File: src/rtl/core/go_back_n_sender_window_assert.svh
// Assertion macros for the go-back-N sender window.
// Used by go_back_n_sender_window.sv; expects clk and rst_n in scope.
`ifndef GO_BACK_N_SENDER_WINDOW_ASSERT_SVH
`define GO_BACK_N_SENDER_WINDOW_ASSERT_SVH

// condition holds at every clock edge out of reset
`define GBN_ASSERT_HOLDS(lbl, cond, msg) \
    lbl: assert property (@(posedge clk) disable iff (!rst_n) (cond)) else $error(msg);

// pre at one edge implies post at the next
`define GBN_ASSERT_NEXT(lbl, pre, post, msg) \
    lbl: assert property (@(posedge clk) disable iff (!rst_n) (pre) |=> (post)) else $error(msg);

`endif

File: src/rtl/core/gbn_pkg.sv
// Shared types and constants for the go-back-N sender window.
// No dependencies.
package gbn_pkg;

    localparam int MAX_WINDOW_DEF = 15;
    localparam int TAG_BITS_DEF   = 16;
    localparam int TIME_BITS_DEF  = 32;

    localparam int SEQ_BITS   = 4;
    localparam int ACK_BITS   = 5;
    localparam int WC_BITS    = 4;
    localparam int CFG_BITS   = 16;
    localparam int RESULT_CAP = 16;
    localparam int CNT_BITS   = 5;

    localparam logic [ACK_BITS-1:0] ACK_NONE      = 5'd16;
    localparam logic [3:0]          WINDOW_RESET  = 4'd7;
    localparam logic [15:0]         TIMEOUT_RESET = 16'd1000;

    typedef enum logic [1:0] {
        OP_TICK  = 2'd0,
        OP_OFFER = 2'd1,
        OP_ACK   = 2'd2,
        OP_DONE  = 2'd3
    } op_t;

    typedef enum logic [2:0] {
        KIND_STATUS  = 3'd0,
        KIND_XMIT    = 3'd1,
        KIND_RELEASE = 3'd2,
        KIND_REFUSE  = 3'd3,
        KIND_BAD_ACK = 3'd4
    } kind_t;

    typedef enum logic {
        CFG_WINDOW  = 1'b0,
        CFG_TIMEOUT = 1'b1
    } cfg_reg_t;

    typedef enum logic [3:0] {
        S_IDLE,
        S_DISPATCH,
        S_CHECK,
        S_ACKRES,
        S_RELEASE,
        S_TIMEOUT,
        S_XMIT,
        S_OFFER,
        S_FINISH
    } state_t;

    typedef struct packed {
        logic shift;
        logic load;
        logic stamp;
    } cell_ctl_t;

endpackage

File: src/rtl/core/gbn_cell.sv
// One window slot: tag, sequence number and send stamp.
// Depends on gbn_pkg. Shifts in its neighbor's slot on a pop.
module gbn_cell #(
    parameter int TAG_BITS  = gbn_pkg::TAG_BITS_DEF,
    parameter int TIME_BITS = gbn_pkg::TIME_BITS_DEF
) (
    input  logic                          clk,
    input  gbn_pkg::cell_ctl_t            ctl,
    input  logic                          live,
    input  logic [gbn_pkg::ACK_BITS-1:0]  key,
    input  logic [TAG_BITS-1:0]           nb_tag,
    input  logic [gbn_pkg::SEQ_BITS-1:0]  nb_seq,
    input  logic [TIME_BITS-1:0]          nb_stamp,
    input  logic [TAG_BITS-1:0]           ld_tag,
    input  logic [gbn_pkg::SEQ_BITS-1:0]  ld_seq,
    input  logic [TIME_BITS-1:0]          now,
    output logic [TAG_BITS-1:0]           tag,
    output logic [gbn_pkg::SEQ_BITS-1:0]  seq,
    output logic [TIME_BITS-1:0]          stamp,
    output logic                          match
);

    logic [TAG_BITS-1:0]          tag_reg, tag_next;
    logic [gbn_pkg::SEQ_BITS-1:0] seq_reg, seq_next;
    logic [TIME_BITS-1:0]         stamp_reg, stamp_next;

    always_comb
    begin
        tag_next   = tag_reg;
        seq_next   = seq_reg;
        stamp_next = stamp_reg;
        if (ctl.shift)
        begin
            tag_next   = nb_tag;
            seq_next   = nb_seq;
            stamp_next = nb_stamp;
        end
        else
        begin
            if (ctl.load)
            begin
                tag_next = ld_tag;
                seq_next = ld_seq;
            end
            if (ctl.load || ctl.stamp)
            begin
                stamp_next = now;
            end
        end
    end

    always_ff @(posedge clk)
    begin
        tag_reg   <= tag_next;
        seq_reg   <= seq_next;
        stamp_reg <= stamp_next;
    end

    assign tag   = tag_reg;
    assign seq   = seq_reg;
    assign stamp = stamp_reg;
    assign match = live && ({1'b0, seq_reg} == key);

endmodule

File: src/rtl/core/gbn_chain.sv
// Row of window slots, front at cell 0, with slot decode, read mux and ack search.
// Depends on gbn_pkg and gbn_cell.
module gbn_chain #(
    parameter int MAX_WINDOW = gbn_pkg::MAX_WINDOW_DEF,
    parameter int TAG_BITS   = gbn_pkg::TAG_BITS_DEF,
    parameter int TIME_BITS  = gbn_pkg::TIME_BITS_DEF,
    parameter int IDX_BITS   = $clog2(MAX_WINDOW + 1)
) (
    input  logic                          clk,
    input  gbn_pkg::cell_ctl_t            cmd,
    input  logic [IDX_BITS-1:0]           load_idx,
    input  logic [IDX_BITS-1:0]           stamp_idx,
    input  logic [IDX_BITS-1:0]           rd_idx,
    input  logic [IDX_BITS-1:0]           count,
    input  logic [gbn_pkg::ACK_BITS-1:0]  key,
    input  logic [TAG_BITS-1:0]           ld_tag,
    input  logic [gbn_pkg::SEQ_BITS-1:0]  ld_seq,
    input  logic [TIME_BITS-1:0]          now,
    output logic [TAG_BITS-1:0]           front_tag,
    output logic [gbn_pkg::SEQ_BITS-1:0]  front_seq,
    output logic [TIME_BITS-1:0]          front_stamp,
    output logic [TAG_BITS-1:0]           rd_tag,
    output logic [gbn_pkg::SEQ_BITS-1:0]  rd_seq,
    output logic                          found
);

    logic [TAG_BITS-1:0]          c_tag   [MAX_WINDOW+1];
    logic [gbn_pkg::SEQ_BITS-1:0] c_seq   [MAX_WINDOW+1];
    logic [TIME_BITS-1:0]         c_stamp [MAX_WINDOW+1];
    logic [MAX_WINDOW-1:0]        c_match;

    // entry past the last cell feeds the tail on a pop
    assign c_tag[MAX_WINDOW]   = '0;
    assign c_seq[MAX_WINDOW]   = '0;
    assign c_stamp[MAX_WINDOW] = '0;

    for (genvar i = 0; i < MAX_WINDOW; i++)
    begin : g_cell
        gbn_pkg::cell_ctl_t ctl;

        assign ctl.shift = cmd.shift;
        assign ctl.load  = cmd.load && (load_idx == IDX_BITS'(i));
        assign ctl.stamp = cmd.stamp && (stamp_idx == IDX_BITS'(i));

        gbn_cell #(
            .TAG_BITS  (TAG_BITS),
            .TIME_BITS (TIME_BITS)
        ) u_cell (
            .clk      (clk),
            .ctl      (ctl),
            .live     (IDX_BITS'(i) < count),
            .key      (key),
            .nb_tag   (c_tag[i+1]),
            .nb_seq   (c_seq[i+1]),
            .nb_stamp (c_stamp[i+1]),
            .ld_tag   (ld_tag),
            .ld_seq   (ld_seq),
            .now      (now),
            .tag      (c_tag[i]),
            .seq      (c_seq[i]),
            .stamp    (c_stamp[i]),
            .match    (c_match[i])
        );
    end

    always_comb
    begin
        rd_tag = '0;
        rd_seq = '0;
        for (int i = 0; i < MAX_WINDOW; i++)
        begin
            if (rd_idx == IDX_BITS'(i))
            begin
                rd_tag = c_tag[i];
                rd_seq = c_seq[i];
            end
        end
    end

    assign front_tag   = c_tag[0];
    assign front_seq   = c_seq[0];
    assign front_stamp = c_stamp[0];
    assign found       = |c_match;

endmodule

File: src/rtl/core/go_back_n_sender_window.sv
// Go-back-N sender window, top level: event sequencer, config, result staging.
// Depends on gbn_pkg, gbn_chain, go_back_n_sender_window_assert.svh.
// One item at a time, accepted in idle only; an ack that frees k frames takes one cell
// shift per release. A result held back by m_tready stalls the item.
// Async active-low reset: window empty, window_size 7, timeout 1000; slots not cleared.
module go_back_n_sender_window #(
    parameter int MAX_WINDOW = gbn_pkg::MAX_WINDOW_DEF,
    parameter int TAG_BITS   = gbn_pkg::TAG_BITS_DEF,
    parameter int TIME_BITS  = gbn_pkg::TIME_BITS_DEF,
    parameter int IN_W       = ((TAG_BITS + gbn_pkg::SEQ_BITS + 7) / 8) * 8,
    parameter int OUT_W      = ((TAG_BITS + gbn_pkg::SEQ_BITS + gbn_pkg::WC_BITS + 7) / 8) * 8
) (
    input  logic                          clk,
    input  logic                          rst_n,
    input  logic                          s_tvalid,
    output logic                          s_tready,
    input  logic [IN_W-1:0]               s_tdata,  // frame_tag, ack_seq
    input  logic [1:0]                    s_tuser,  // op
    output logic                          m_tvalid,
    input  logic                          m_tready,
    output logic [OUT_W-1:0]              m_tdata,  // out_tag, out_seq, window_count
    output logic [3:0]                    m_tuser,  // kind, is_retransmit
    output logic                          m_tlast,
    input  logic                          cfg_we,
    input  logic                          cfg_idx,
    input  logic [gbn_pkg::CFG_BITS-1:0]  cfg_wdata
);

    localparam int IDX_BITS = $clog2(MAX_WINDOW + 1);
    localparam int CW       = (IDX_BITS > gbn_pkg::SEQ_BITS) ? IDX_BITS : gbn_pkg::SEQ_BITS;
    localparam int SB       = gbn_pkg::SEQ_BITS;
    localparam int AB       = gbn_pkg::ACK_BITS;
    localparam int WB       = gbn_pkg::WC_BITS;

    gbn_pkg::state_t        state_reg, state_next;
    gbn_pkg::op_t           op_reg, op_next;
    logic [TAG_BITS-1:0]    tag_in_reg, tag_in_next;
    logic [SB-1:0]          ack_in_reg, ack_in_next;
    logic [3:0]             ws_reg, ws_next;
    logic [15:0]            to_reg, to_next;
    logic [IDX_BITS-1:0]    fc_reg, fc_next;
    logic [IDX_BITS-1:0]    sp_reg, sp_next;
    logic [SB-1:0]          nseq_reg, nseq_next;
    logic [AB-1:0]          proc_reg, proc_next;
    logic [AB-1:0]          pend_reg, pend_next;
    logic                   busy_reg, busy_next;
    logic [TIME_BITS-1:0]   now_reg, now_next;
    logic                   found_reg, found_next;
    logic [gbn_pkg::CNT_BITS-1:0] cnt_reg, cnt_next;

    logic                   stg_valid_reg, stg_valid_next;
    gbn_pkg::kind_t         stg_kind_reg, stg_kind_next;
    logic [TAG_BITS-1:0]    stg_tag_reg, stg_tag_next;
    logic [SB-1:0]          stg_seq_reg, stg_seq_next;
    logic                   stg_retx_reg, stg_retx_next;
    logic [WB-1:0]          stg_wc_reg, stg_wc_next;

    logic                   out_valid_reg, out_valid_next;
    gbn_pkg::kind_t         out_kind_reg, out_kind_next;
    logic [TAG_BITS-1:0]    out_tag_reg, out_tag_next;
    logic [SB-1:0]          out_seq_reg, out_seq_next;
    logic                   out_retx_reg, out_retx_next;
    logic [WB-1:0]          out_wc_reg, out_wc_next;
    logic                   out_last_reg, out_last_next;

    gbn_pkg::cell_ctl_t     cmd;
    logic [TAG_BITS-1:0]    front_tag, rd_tag;
    logic [SB-1:0]          front_seq, rd_seq;
    logic [TIME_BITS-1:0]   front_stamp;
    logic                   found_w;

    logic                   emit;
    gbn_pkg::kind_t         e_kind;
    logic [TAG_BITS-1:0]    e_tag;
    logic [SB-1:0]          e_seq;
    logic                   e_retx;
    logic [WB-1:0]          e_wc;

    logic                   out_free, go, accept, full, timed_out;
    logic [TIME_BITS-1:0]   age;

    gbn_chain #(
        .MAX_WINDOW (MAX_WINDOW),
        .TAG_BITS   (TAG_BITS),
        .TIME_BITS  (TIME_BITS),
        .IDX_BITS   (IDX_BITS)
    ) u_chain (
        .clk         (clk),
        .cmd         (cmd),
        .load_idx    (fc_reg),
        .stamp_idx   (sp_reg),
        .rd_idx      (sp_reg),
        .count       (fc_reg),
        .key         (pend_reg),
        .ld_tag      (tag_in_reg),
        .ld_seq      (nseq_reg),
        .now         (now_reg),
        .front_tag   (front_tag),
        .front_seq   (front_seq),
        .front_stamp (front_stamp),
        .rd_tag      (rd_tag),
        .rd_seq      (rd_seq),
        .found       (found_w)
    );

    assign out_free  = !out_valid_reg || m_tready;
    assign go        = !stg_valid_reg || out_free;
    assign s_tready  = (state_reg == gbn_pkg::S_IDLE);
    assign accept    = s_tvalid && s_tready;
    assign full      = (CW'(fc_reg) >= CW'(ws_reg)) || (CW'(fc_reg) >= CW'(MAX_WINDOW));
    assign age       = now_reg - front_stamp;
    assign timed_out = (fc_reg != '0) && (age >= TIME_BITS'(to_reg));

    always_comb
    begin
        state_next     = state_reg;
        op_next        = op_reg;
        tag_in_next    = tag_in_reg;
        ack_in_next    = ack_in_reg;
        ws_next        = ws_reg;
        to_next        = to_reg;
        fc_next        = fc_reg;
        sp_next        = sp_reg;
        nseq_next      = nseq_reg;
        proc_next      = proc_reg;
        pend_next      = pend_reg;
        busy_next      = busy_reg;
        now_next       = now_reg;
        found_next     = found_reg;
        cnt_next       = cnt_reg;
        stg_valid_next = stg_valid_reg;
        stg_kind_next  = stg_kind_reg;
        stg_tag_next   = stg_tag_reg;
        stg_seq_next   = stg_seq_reg;
        stg_retx_next  = stg_retx_reg;
        stg_wc_next    = stg_wc_reg;
        out_valid_next = out_valid_reg && !m_tready;
        out_kind_next  = out_kind_reg;
        out_tag_next   = out_tag_reg;
        out_seq_next   = out_seq_reg;
        out_retx_next  = out_retx_reg;
        out_wc_next    = out_wc_reg;
        out_last_next  = out_last_reg;
        cmd            = '0;
        emit           = 1'b0;
        e_kind         = gbn_pkg::KIND_STATUS;
        e_tag          = '0;
        e_seq          = '0;
        e_retx         = 1'b0;
        e_wc           = WB'(fc_reg);

        if (cfg_we)
        begin
            unique case (gbn_pkg::cfg_reg_t'(cfg_idx))
                gbn_pkg::CFG_WINDOW:  ws_next = cfg_wdata[3:0];
                gbn_pkg::CFG_TIMEOUT: to_next = cfg_wdata[15:0];
                default: ;
            endcase
        end

        unique case (state_reg)
            gbn_pkg::S_IDLE:
            begin
                if (accept)
                begin
                    op_next     = gbn_pkg::op_t'(s_tuser);
                    tag_in_next = s_tdata[TAG_BITS-1:0];
                    ack_in_next = s_tdata[TAG_BITS +: SB];
                    cnt_next    = '0;
                    state_next  = gbn_pkg::S_DISPATCH;
                end
            end
            gbn_pkg::S_DISPATCH:
            begin
                unique case (op_reg)
                    gbn_pkg::OP_TICK:
                    begin
                        now_next   = now_reg + 1'b1;
                        state_next = busy_reg ? gbn_pkg::S_FINISH : gbn_pkg::S_CHECK;
                    end
                    gbn_pkg::OP_OFFER:
                    begin
                        state_next = busy_reg ? gbn_pkg::S_OFFER : gbn_pkg::S_CHECK;
                    end
                    gbn_pkg::OP_ACK:
                    begin
                        if ({1'b0, ack_in_reg} != proc_reg)
                        begin
                            pend_next  = {1'b0, ack_in_reg};
                            state_next = busy_reg ? gbn_pkg::S_FINISH : gbn_pkg::S_CHECK;
                        end
                        else
                        begin
                            state_next = gbn_pkg::S_FINISH;
                        end
                    end
                    gbn_pkg::OP_DONE:
                    begin
                        if (busy_reg)
                        begin
                            if (sp_reg < fc_reg)
                            begin
                                cmd.stamp = 1'b1;
                                sp_next   = sp_reg + 1'b1;
                            end
                            busy_next  = 1'b0;
                            state_next = gbn_pkg::S_CHECK;
                        end
                        else
                        begin
                            state_next = gbn_pkg::S_FINISH;
                        end
                    end
                    default: ;
                endcase
            end
            gbn_pkg::S_CHECK:
            begin
                if (pend_reg != proc_reg)
                begin
                    found_next = found_w;
                    state_next = gbn_pkg::S_ACKRES;
                end
                else
                begin
                    state_next = gbn_pkg::S_TIMEOUT;
                end
            end
            gbn_pkg::S_ACKRES:
            begin
                if (found_reg)
                begin
                    state_next = gbn_pkg::S_RELEASE;
                end
                else if (go)
                begin
                    emit       = 1'b1;
                    e_kind     = gbn_pkg::KIND_BAD_ACK;
                    e_seq      = pend_reg[SB-1:0];
                    pend_next  = proc_reg;
                    state_next = gbn_pkg::S_TIMEOUT;
                end
            end
            gbn_pkg::S_RELEASE:
            begin
                if (go)
                begin
                    cmd.shift = 1'b1;
                    fc_next   = fc_reg - 1'b1;
                    if (sp_reg != '0)
                    begin
                        sp_next = sp_reg - 1'b1;
                    end
                    emit   = 1'b1;
                    e_kind = gbn_pkg::KIND_RELEASE;
                    e_tag  = front_tag;
                    e_seq  = front_seq;
                    e_wc   = WB'(fc_next);
                    if (({1'b0, front_seq} == pend_reg) || (fc_reg == IDX_BITS'(1)))
                    begin
                        proc_next  = pend_reg;
                        state_next = gbn_pkg::S_TIMEOUT;
                    end
                end
            end
            gbn_pkg::S_TIMEOUT:
            begin
                if (timed_out)
                begin
                    sp_next = '0;
                end
                state_next = gbn_pkg::S_XMIT;
            end
            gbn_pkg::S_XMIT:
            begin
                if (sp_reg < fc_reg)
                begin
                    if (go)
                    begin
                        emit      = 1'b1;
                        e_kind    = gbn_pkg::KIND_XMIT;
                        e_tag     = rd_tag;
                        e_seq     = rd_seq;
                        e_retx    = 1'b1;
                        busy_next = 1'b1;
                        state_next = (op_reg == gbn_pkg::OP_OFFER) ?
                                     gbn_pkg::S_OFFER : gbn_pkg::S_FINISH;
                    end
                end
                else
                begin
                    state_next = (op_reg == gbn_pkg::OP_OFFER) ?
                                 gbn_pkg::S_OFFER : gbn_pkg::S_FINISH;
                end
            end
            gbn_pkg::S_OFFER:
            begin
                if (go)
                begin
                    emit = 1'b1;
                    if (busy_reg || full)
                    begin
                        e_kind = gbn_pkg::KIND_REFUSE;
                        e_tag  = tag_in_reg;
                    end
                    else
                    begin
                        cmd.load  = 1'b1;
                        nseq_next = (nseq_reg >= ws_reg) ? '0 : nseq_reg + 1'b1;
                        sp_next   = fc_reg;
                        fc_next   = fc_reg + 1'b1;
                        busy_next = 1'b1;
                        e_kind    = gbn_pkg::KIND_XMIT;
                        e_tag     = tag_in_reg;
                        e_seq     = nseq_reg;
                        e_wc      = WB'(fc_next);
                    end
                    state_next = gbn_pkg::S_FINISH;
                end
            end
            gbn_pkg::S_FINISH:
            begin
                if (out_free)
                begin
                    out_valid_next = 1'b1;
                    out_last_next  = 1'b1;
                    if (stg_valid_reg)
                    begin
                        out_kind_next = stg_kind_reg;
                        out_tag_next  = stg_tag_reg;
                        out_seq_next  = stg_seq_reg;
                        out_retx_next = stg_retx_reg;
                        out_wc_next   = stg_wc_reg;
                    end
                    else
                    begin
                        out_kind_next = gbn_pkg::KIND_STATUS;
                        out_tag_next  = '0;
                        out_seq_next  = '0;
                        out_retx_next = 1'b0;
                        out_wc_next   = WB'(fc_reg);
                    end
                    stg_valid_next = 1'b0;
                    state_next     = gbn_pkg::S_IDLE;
                end
            end
            default: state_next = gbn_pkg::S_IDLE;
        endcase

        // one result held back so the final one of an item can carry last
        if (emit && (cnt_reg < gbn_pkg::CNT_BITS'(gbn_pkg::RESULT_CAP)))
        begin
            cnt_next = cnt_reg + 1'b1;
            if (stg_valid_reg)
            begin
                out_valid_next = 1'b1;
                out_last_next  = 1'b0;
                out_kind_next  = stg_kind_reg;
                out_tag_next   = stg_tag_reg;
                out_seq_next   = stg_seq_reg;
                out_retx_next  = stg_retx_reg;
                out_wc_next    = stg_wc_reg;
            end
            stg_valid_next = 1'b1;
            stg_kind_next  = e_kind;
            stg_tag_next   = e_tag;
            stg_seq_next   = e_seq;
            stg_retx_next  = e_retx;
            stg_wc_next    = e_wc;
        end
    end

    always_ff @(posedge clk or negedge rst_n)
    begin
        if (!rst_n)
        begin
            state_reg     <= gbn_pkg::S_IDLE;
            ws_reg        <= gbn_pkg::WINDOW_RESET;
            to_reg        <= gbn_pkg::TIMEOUT_RESET;
            fc_reg        <= '0;
            sp_reg        <= '0;
            nseq_reg      <= '0;
            proc_reg      <= gbn_pkg::ACK_NONE;
            pend_reg      <= gbn_pkg::ACK_NONE;
            busy_reg      <= 1'b0;
            now_reg       <= '0;
            found_reg     <= 1'b0;
            cnt_reg       <= '0;
            stg_valid_reg <= 1'b0;
            out_valid_reg <= 1'b0;
        end
        else
        begin
            state_reg     <= state_next;
            ws_reg        <= ws_next;
            to_reg        <= to_next;
            fc_reg        <= fc_next;
            sp_reg        <= sp_next;
            nseq_reg      <= nseq_next;
            proc_reg      <= proc_next;
            pend_reg      <= pend_next;
            busy_reg      <= busy_next;
            now_reg       <= now_next;
            found_reg     <= found_next;
            cnt_reg       <= cnt_next;
            stg_valid_reg <= stg_valid_next;
            out_valid_reg <= out_valid_next;
        end
    end

    always_ff @(posedge clk)
    begin
        op_reg       <= op_next;
        tag_in_reg   <= tag_in_next;
        ack_in_reg   <= ack_in_next;
        stg_kind_reg <= stg_kind_next;
        stg_tag_reg  <= stg_tag_next;
        stg_seq_reg  <= stg_seq_next;
        stg_retx_reg <= stg_retx_next;
        stg_wc_reg   <= stg_wc_next;
        out_kind_reg <= out_kind_next;
        out_tag_reg  <= out_tag_next;
        out_seq_reg  <= out_seq_next;
        out_retx_reg <= out_retx_next;
        out_wc_reg   <= out_wc_next;
        out_last_reg <= out_last_next;
    end

    assign m_tvalid = out_valid_reg;
    assign m_tdata  = OUT_W'({out_wc_reg, out_seq_reg, out_tag_reg});
    assign m_tuser  = {out_retx_reg, out_kind_reg};
    assign m_tlast  = out_last_reg;

`include "go_back_n_sender_window_assert.svh"

    `GBN_ASSERT_HOLDS(a_fc_bound, CW'(fc_reg) <= CW'(MAX_WINDOW), "frame count past window")
    `GBN_ASSERT_HOLDS(a_sp_bound, sp_reg <= fc_reg, "send pointer past frame count")
    `GBN_ASSERT_HOLDS(a_busy_sp, !busy_reg || (sp_reg < fc_reg), "busy with no frame in flight")
    `GBN_ASSERT_NEXT(a_accept, s_tvalid && s_tready, state_reg == gbn_pkg::S_DISPATCH, "accept lost")

endmodule

File: config.mk
export PLATFORM = sky130hd
export DESIGN_NAME = go_back_n_sender_window
export DESIGN_NICKNAME = d
export VERILOG_FILES = /design/src/rtl/core/gbn_pkg.sv /design/src/rtl/core/gbn_cell.sv /design/src/rtl/core/gbn_chain.sv /design/src/rtl/core/go_back_n_sender_window.sv
export VERILOG_INCLUDE_DIRS = /design/src /design/src/rtl/core
export SDC_FILE = /design/constraint.sdc
export NUM_CORES = 2
export LEC_CHECK = 0
export BUFFER_PORTS_ARGS = -buffer_cell sky130_fd_sc_hd__buf_2
export CORE_AREA = 4 4 384 386
export DETAILED_ROUTE_END_ITERATION = 10
export DIE_AREA = 0 0 388 390
export PLACE_DENSITY = 0.44
export SLEW_MARGIN = 5
export SYNTH_ARGS = -nofsm -noshare
export SYNTH_HDL_FRONTEND = slang
export SYNTH_SLANG_ARGS = --single-unit
File: constraint.sdc
create_clock -name clk -period 6.1 [get_ports clk]
set_input_delay 0.915 -clock clk [delete_from_list [all_inputs] [get_ports clk]]
set_output_delay 0.915 -clock clk [all_outputs]
set_load 0.005 [all_outputs]
Yosys cells after proc, flatten, opt, wreduce, memory -nomap -nowiden:

Index checks and enable logic that the tools add are counted.

* ROM bits: 0
* word-level logic and storage cells: 535
* bits of input ports: 48
* memories kept: 0
* bits in registers: 946
* output and inout port bits: 31
* latch bits: 0
* memory bits (writable): 0

* $add $sub $neg: 8
* equality and inequality tests: 75
* shifts and indexed selects: 0
* magnitude comparators: 21
* bitwise operators: 2
* div/mod/pow operators: 0
* multiply operators: 0
* reductions and logical operators: 128
* muxes and demuxes: 228

Operator list (count)
* $mux 32: 28
* $mux 16: 52
* $mux 4: 85
* $eq 4x5->1: 15
* $reduce_bool 2->1: 33
* $eq 4x4->1 const B: 15
* $logic_and 1x1->1: 49
* $eq 4x3->1 const B: 12
* $pmux 16 s3: 1
* $pmux 4 s4: 3
* $pmux 4 s9: 1
* $mux 5: 7
* $mux 1: 34
* $add 32x1->32 const B: 1
* $ge 32x16->1: 1
* $sub 32x32->32: 1
* $lt 4x4->1 const A: 7
* $ne 2x2->1 const B: 14
* $mux 3: 9
* $eq 4x2->1 const B: 6
* $logic_or 1x1->1: 20
* $lt 3x4->1 const A: 4
* $reduce_or 15->1: 1
* $reduce_and 2->1: 7
* 33 further kinds: 56

Logic depth before layout (Yosys ltp):

* depth after elaboration: 19
* depth in mapped cells: 21
* gate-level depth less buffers: 21

Hierarchy:

A second synthesis with hierarchy kept.

* cells, all modules: 3399
* area, all modules: 51376.8 µm²

Modules (own cells, without submodules)
* gbn_cell: sequential area each 1561.5 µm², area each 2517.4 µm², instances 15, cells each 121
* go_back_n_sender_window: sequential area each 4272.8 µm², area each 10178.5 µm², instances 1, cells each 1066
* gbn_chain: sequential area each 0.0 µm², area each 3437.0 µm², instances 1, cells each 518

Worst setup path after synthesis:

No wires, ideal clock.

* path type: register -> register
* start point: register fc_reg[0]
* end point: register u_chain.g_cell[7].u_cell.stamp_reg[0] (enable)
* buffers on the path: 1
* required time: 5.712 ns
* arrival time: 5.241 ns
* library setup time: 0.388 ns
* period minus slack after synthesis: 5.629 ns
* stages on the path, launching flop included: 11
* path slack: 0.471 ns
* path through: dfrtp_1 -> inv_1 -> ha_1 -> nand2b_1 -> a21o_1 -> a21o_1 -> a2111oi_1 -> nand2_1 -> clkbuf_1 -> o41ai_1 -> a21o_1

* longest elaborated chain between the ends: 9
* elaborated cells on any way between the ends: 17
* those cells by class: 3 x order compare; 1 x eq/ne; 7 x mux; 6 x reduce/logical

Ends and longest elaborated chain
* start, declared: line go_back_n_sender_window.sv:41 `logic [IDX_BITS-1:0] fc_reg, fc_next;`
* start signal, assigned: line go_back_n_sender_window.sv:397 `fc_reg <= fc_next;`
* $ge 4x4->1: line go_back_n_sender_window.sv:110 `assign full = (CW'(fc_reg) >= CW'(ws_reg)) || (CW'(fc_reg) >= CW'(MAX_WINDOW));`
* $logic_or 1x1->1: line go_back_n_sender_window.sv:110
* $logic_or 1x1->1: line go_back_n_sender_window.sv:301 `if (busy_reg || full)`
* $mux 1: line go_back_n_sender_window.sv:301
* $mux 1: line go_back_n_sender_window.sv:298 `if (go)`
* $mux 1: line go_back_n_sender_window.sv:161 `unique case (state_reg)`
* $logic_and 1x1->1: line gbn_chain.sv:42 `assign ctl.load = cmd.load && (load_idx == IDX_BITS'(i));`
* $logic_or 1x1->1 (*): line gbn_cell.sv:45 `if (ctl.load || ctl.stamp)`
* $reduce_bool 2->1 (no line) (*)
* end signal, assigned: line gbn_cell.sv:56 `stamp_reg <= stamp_next;`
* end, declared: line gbn_cell.sv:25 `logic [TIME_BITS-1:0] stamp_reg, stamp_next;`

Every way passes the cells marked *; elsewhere a longest branch is shown, timed or not.
A chain may end at the register's enable or synchronous reset.

Worst setup path after layout:

* start point: register now_reg[0]
* end point: register sp_reg[3]

* longest elaborated chain between the ends: 5

Ends and longest elaborated chain
* start, declared: line go_back_n_sender_window.sv:47 `logic [TIME_BITS-1:0] now_reg, now_next;`
* start signal, assigned: line go_back_n_sender_window.sv:403 `now_reg <= now_next;`
* $sub 32x32->32: line go_back_n_sender_window.sv:111 `assign age = now_reg - front_stamp;`
* $ge 32x16->1: line go_back_n_sender_window.sv:112 `assign timed_out = (fc_reg != '0) && (age >= TIME_BITS'(to_reg));`
* $logic_and 1x1->1: line go_back_n_sender_window.sv:112
* $ne 2x2->1 (no line)
* $reduce_and 9->1 (no line)
* end signal, assigned: line go_back_n_sender_window.sv:398 `sp_reg <= sp_next;`
* end, declared: line go_back_n_sender_window.sv:42 `logic [IDX_BITS-1:0] sp_reg, sp_next;`

No other way between the ends.

==> reports/qor.csv <==
stage,metric,value,unit
floorplanning,Die X,388,µm
worst_hold_path,worst hold path class,primary input to async pin,
worst_setup_path,Max stage delay on crit path,410,ps
routing,drt drc,0,
timing,Finish-stage setup viols,0,
cts,Bufs on Longest Clock Path,3,
routing,First-pass DRT Iterations,5,
worst_setup_path,path depth of the worst reg2reg path,21,
timing,fin. max-slew vios,0,
timing,relative slew slack,21.05,%
place,gpl congestion,0.8026,
place,dpl hpwl,75440,µm
timing,RSZ-0062 raised after global routing,false,
power_and_ir_drop,switch share,33.67,%
yosys,Synth area leaders,"edfxtp_1 54%, a21o_1 13%, dfrtp_1 4.4%",
cts,post_cts resized,0,
flow_run,max_cap viols,0,
worst_setup_path,crit-path max FO,6,
timing,final critical-path required period,5010,ps
finish,Antenna diodes,0,
timing,clk_skew,30.45,ps
timing,Final period util,82.13,%
floorplanning,die height,390,µm
status,status,completed,
power_and_ir_drop,cell area power density,452.3,nW/µm²
worst_setup_path,CP Depth,21,
yosys,top-area cell type share of the netlist area,54.39,%
yosys,Syn Inst Count,3380,
global_route,Total GRT Usage,16.28,%
yosys,synthesized cell area,42950,µm²
power_and_ir_drop,Pint,14.65,mW
global_route,vias in the first global route,27376,
timing,FMAX,199.6,MHz
timing,endpoints failing hold,0,
power_and_ir_drop,fraction of power consumed by the clock network,29.5,%
timing,Slew @ Worst Pin,1180,ps
worst_setup_path,Top delay family on crit path,compound AO/OA/AOI/OAI gates,
finish,fillers,14179,
finish,Final Net Count,3460,
floorplanning,Initial Utilization,29.94,%
yosys,Yosys top cell by area,edfxtp_1,
power_and_ir_drop,logic gate share of total power,27.1,%
power_and_ir_drop,Switch Pwr,7.436,mW
floorplanning,Die Area,151300,µm²
routing,post-route ant nets,0,
power_and_ir_drop,LEAKAGE,22.08,nW
yosys,Yosys reg bits,946,
routing,1st-iter DRT viols,2387,
yosys,average size of a mapped cell,12.71,µm²
yosys,Post-synth EDFFs,778,
floorplanning,core area,143500,µm²
cts,htree depth,3,
yosys,ys async rst share,9.197,%
yosys,Synth Net Count,3498,
worst_setup_path,buffer and inverter count on the worst path,1,
timing,setup TNS,0,ps
cts,Clock Root Buffer,clkbuf_16,
power_and_ir_drop,Flop pwr share,43.4,%
global_route,largest net degree at the start of global routing,208,
place,port bufs,74,
worst_setup_path,CP arrival,5590,ps
place,DP Area,45340,µm²
yosys,Synth cell types,83,
worst_setup_path,WS Path Type,register to register,
cts,CTS tree,done,
power_and_ir_drop,worst vdd ir,0.2988,mV
worst_setup_path,CP endpoint kind,register,
worst_setup_path,Worst Path Required,6680,ps
cts,Skew-Pair Late Insertion Delay,720,ps
cts,CTS Hold Bufs,0,
cts,CTS Buf Count,104,
worst_setup_path,critical path's slowest cell,fa_1,
cts,# Post-CTS Setup Buffers,0,
routing,routed length per instance,23.81,µm
global_route,first-pass GRT wire length,187200,µm
worst_setup_path,crit path cell chain,inv_1 > ha_1 > fa_1 > nand2b_1 > a21oi_1 > o211a_1 > nor2_1 > o21bai_1 > a21o_1 > a21oi_1 > xnor2_1 > ha_1 > a21o_1 > a211o_1 > a2111oi_0 > and4_1 > o2111ai_1 > nor4_2 > a41oi_2 > nor2_1 > a31oi_1,
routing,Via density,5.179,
floorplanning,Ports,79,
cts,sinks on the clock net,946,
worst_setup_path,Startpoint Class,register,
finish,layout cell share with drive strength beyond 1,11.36,%
routing,drt total wl,127000,µm
finish,final instance area,48830,µm²
yosys,post-synthesis sequential area ratio,63.27,%
yosys,Ys Warns,0,
routing,Vias,27634,
yosys,dominant synthesized flop cell,edfxtp_1,
finish,max FFs per register,480,
cts,"Reg clk slew, reported paths",60,ps
global_route,initial antenna violation count,2,
global_route,GRT overflow,0,
floorplanning,row cnt,139,
finish,Area Growth Syn to Fin,13.69,%
-- cell type report --
class	instances	area, µm²	share of cell area, %
tap	1903	2381	4.876
clock buffer	141	2895	5.929
inverter	85	319.1	0.6534
timing repair buffer	146	975.9	1.999
multi-input combinational	2059	14490	29.68
sequential	946	27170	55.65
clock inverter	56	595.6	1.220
-- kinds of logic (layout without fill, tap and decap cells) --
group	count (synthesis)	count (layout)	share of synthesized area, %
buffers and inverters	375	428	3.382
and+or+nand+nor	558	558	6.149
DFF	946	946	63.27
muxes	31	31	0.8010
xor gates and xnor gates	121	121	2.467
AOI/OAI and AO/OA	1279	1279	21.88
adders and majority gates	70	70	2.057
-- power by group through the flow --
stage | Combinational, mW | Clock (mW) | Sequential [mW]
finish | 5.98 | 6.51 | 9.60
global route | 6.48 | 6.99 | 9.71
CTS | 6.05 | 6.73 | 9.59
detailed placement | 6.02 | 0 | 9.71
global placement | 6.01 | 0 | 9.71
floorplan | 3.98 | 0 | 9.33
-- synthesized netlist by cell type (51+ instances only) --
cell type  number
dfrtp_1        76
inv_1          83
xnor2_1        70
a21o_1        759
ha_1           69
edfxtp_1      778
and2_1         60
nor2_1        106
a21oi_1       127
o21ai_0        78
clkbuf_1      262
nand2_1       224
dfxtp_1        81
xor2_1         51
-- worst paths after layout --
kind / start / endpoint / slack [ps]
worst min register to register: u_chain.g_cell[14].u_cell.stamp[28]$_SDFFE_PP0P_ / u_chain.g_cell[14].u_cell.stamp[28]$_SDFFE_PP0P_ / 450
worst max register to register: now_reg[0]$_DFFE_PN0P_ / sp_reg[3]$_DFFE_PN0P_ / 1090
max in group asynchronous: rst_n / proc_reg[2]$_DFFE_PN0P_ / 4770
worst min-delay path: rst_n / to_reg[10]$_DFFE_PN0P_ / 230
worst max-delay path: now_reg[0]$_DFFE_PN0P_ / sp_reg[3]$_DFFE_PN0P_ / 1090
min in group clk: s_tdata[16] / ack_in_reg[0]$_DFFE_PP_ / 380
-- cells in the final DEF (no fill, tap or decap), types with 18 or more instances in the layout --
cell type    n
a21o_1     751
a21oi_1    125
a221o_1     23
a221oi_1    45
a222oi_1    39
a22o_1      25
a31oi_1     30
and2_1      60
buf_2       73
buf_4       68
clkbuf_1    25
clkbuf_16  107
clkinv_1    18
clkinv_2    19
dfrtp_1     76
dfxtp_1     81
edfxtp_1   778
ha_1        69
inv_1       83
mux2_2      27
nand2_1    223
nand3_1     32
nand4_1     22
nor2_1     104
nor3_1      37
o2111ai_1   22
o211ai_1    27
o21ai_0     70
xnor2_1     70
xor2_1      51
-- stage by stage --
step	setup WS (ps)	total power, mW	utilization (%)	hold slack (ps)	instances
finish	1090	22.09	34.03	232.6	5336
global route	687.9	23.17	34.03	257.1	5336
CTS	1061	22.37	34.03	194.1	5336
detailed placement	1100	15.73	31.60	442.4	5139
global placement	1147	15.72	31.60	437.9	5139
floorplan	471.4	13.30	-	432.4	3380
-- per-layer routing --
metal / routed length, µm / global-route usage, %
met1: 59950 / 23.03
met2: 58450 / 25.87
met3: 5649 / 2.409
met4: 2977 / 4.930
met5: 0 / 0
(Power assumes the default switching activity.)
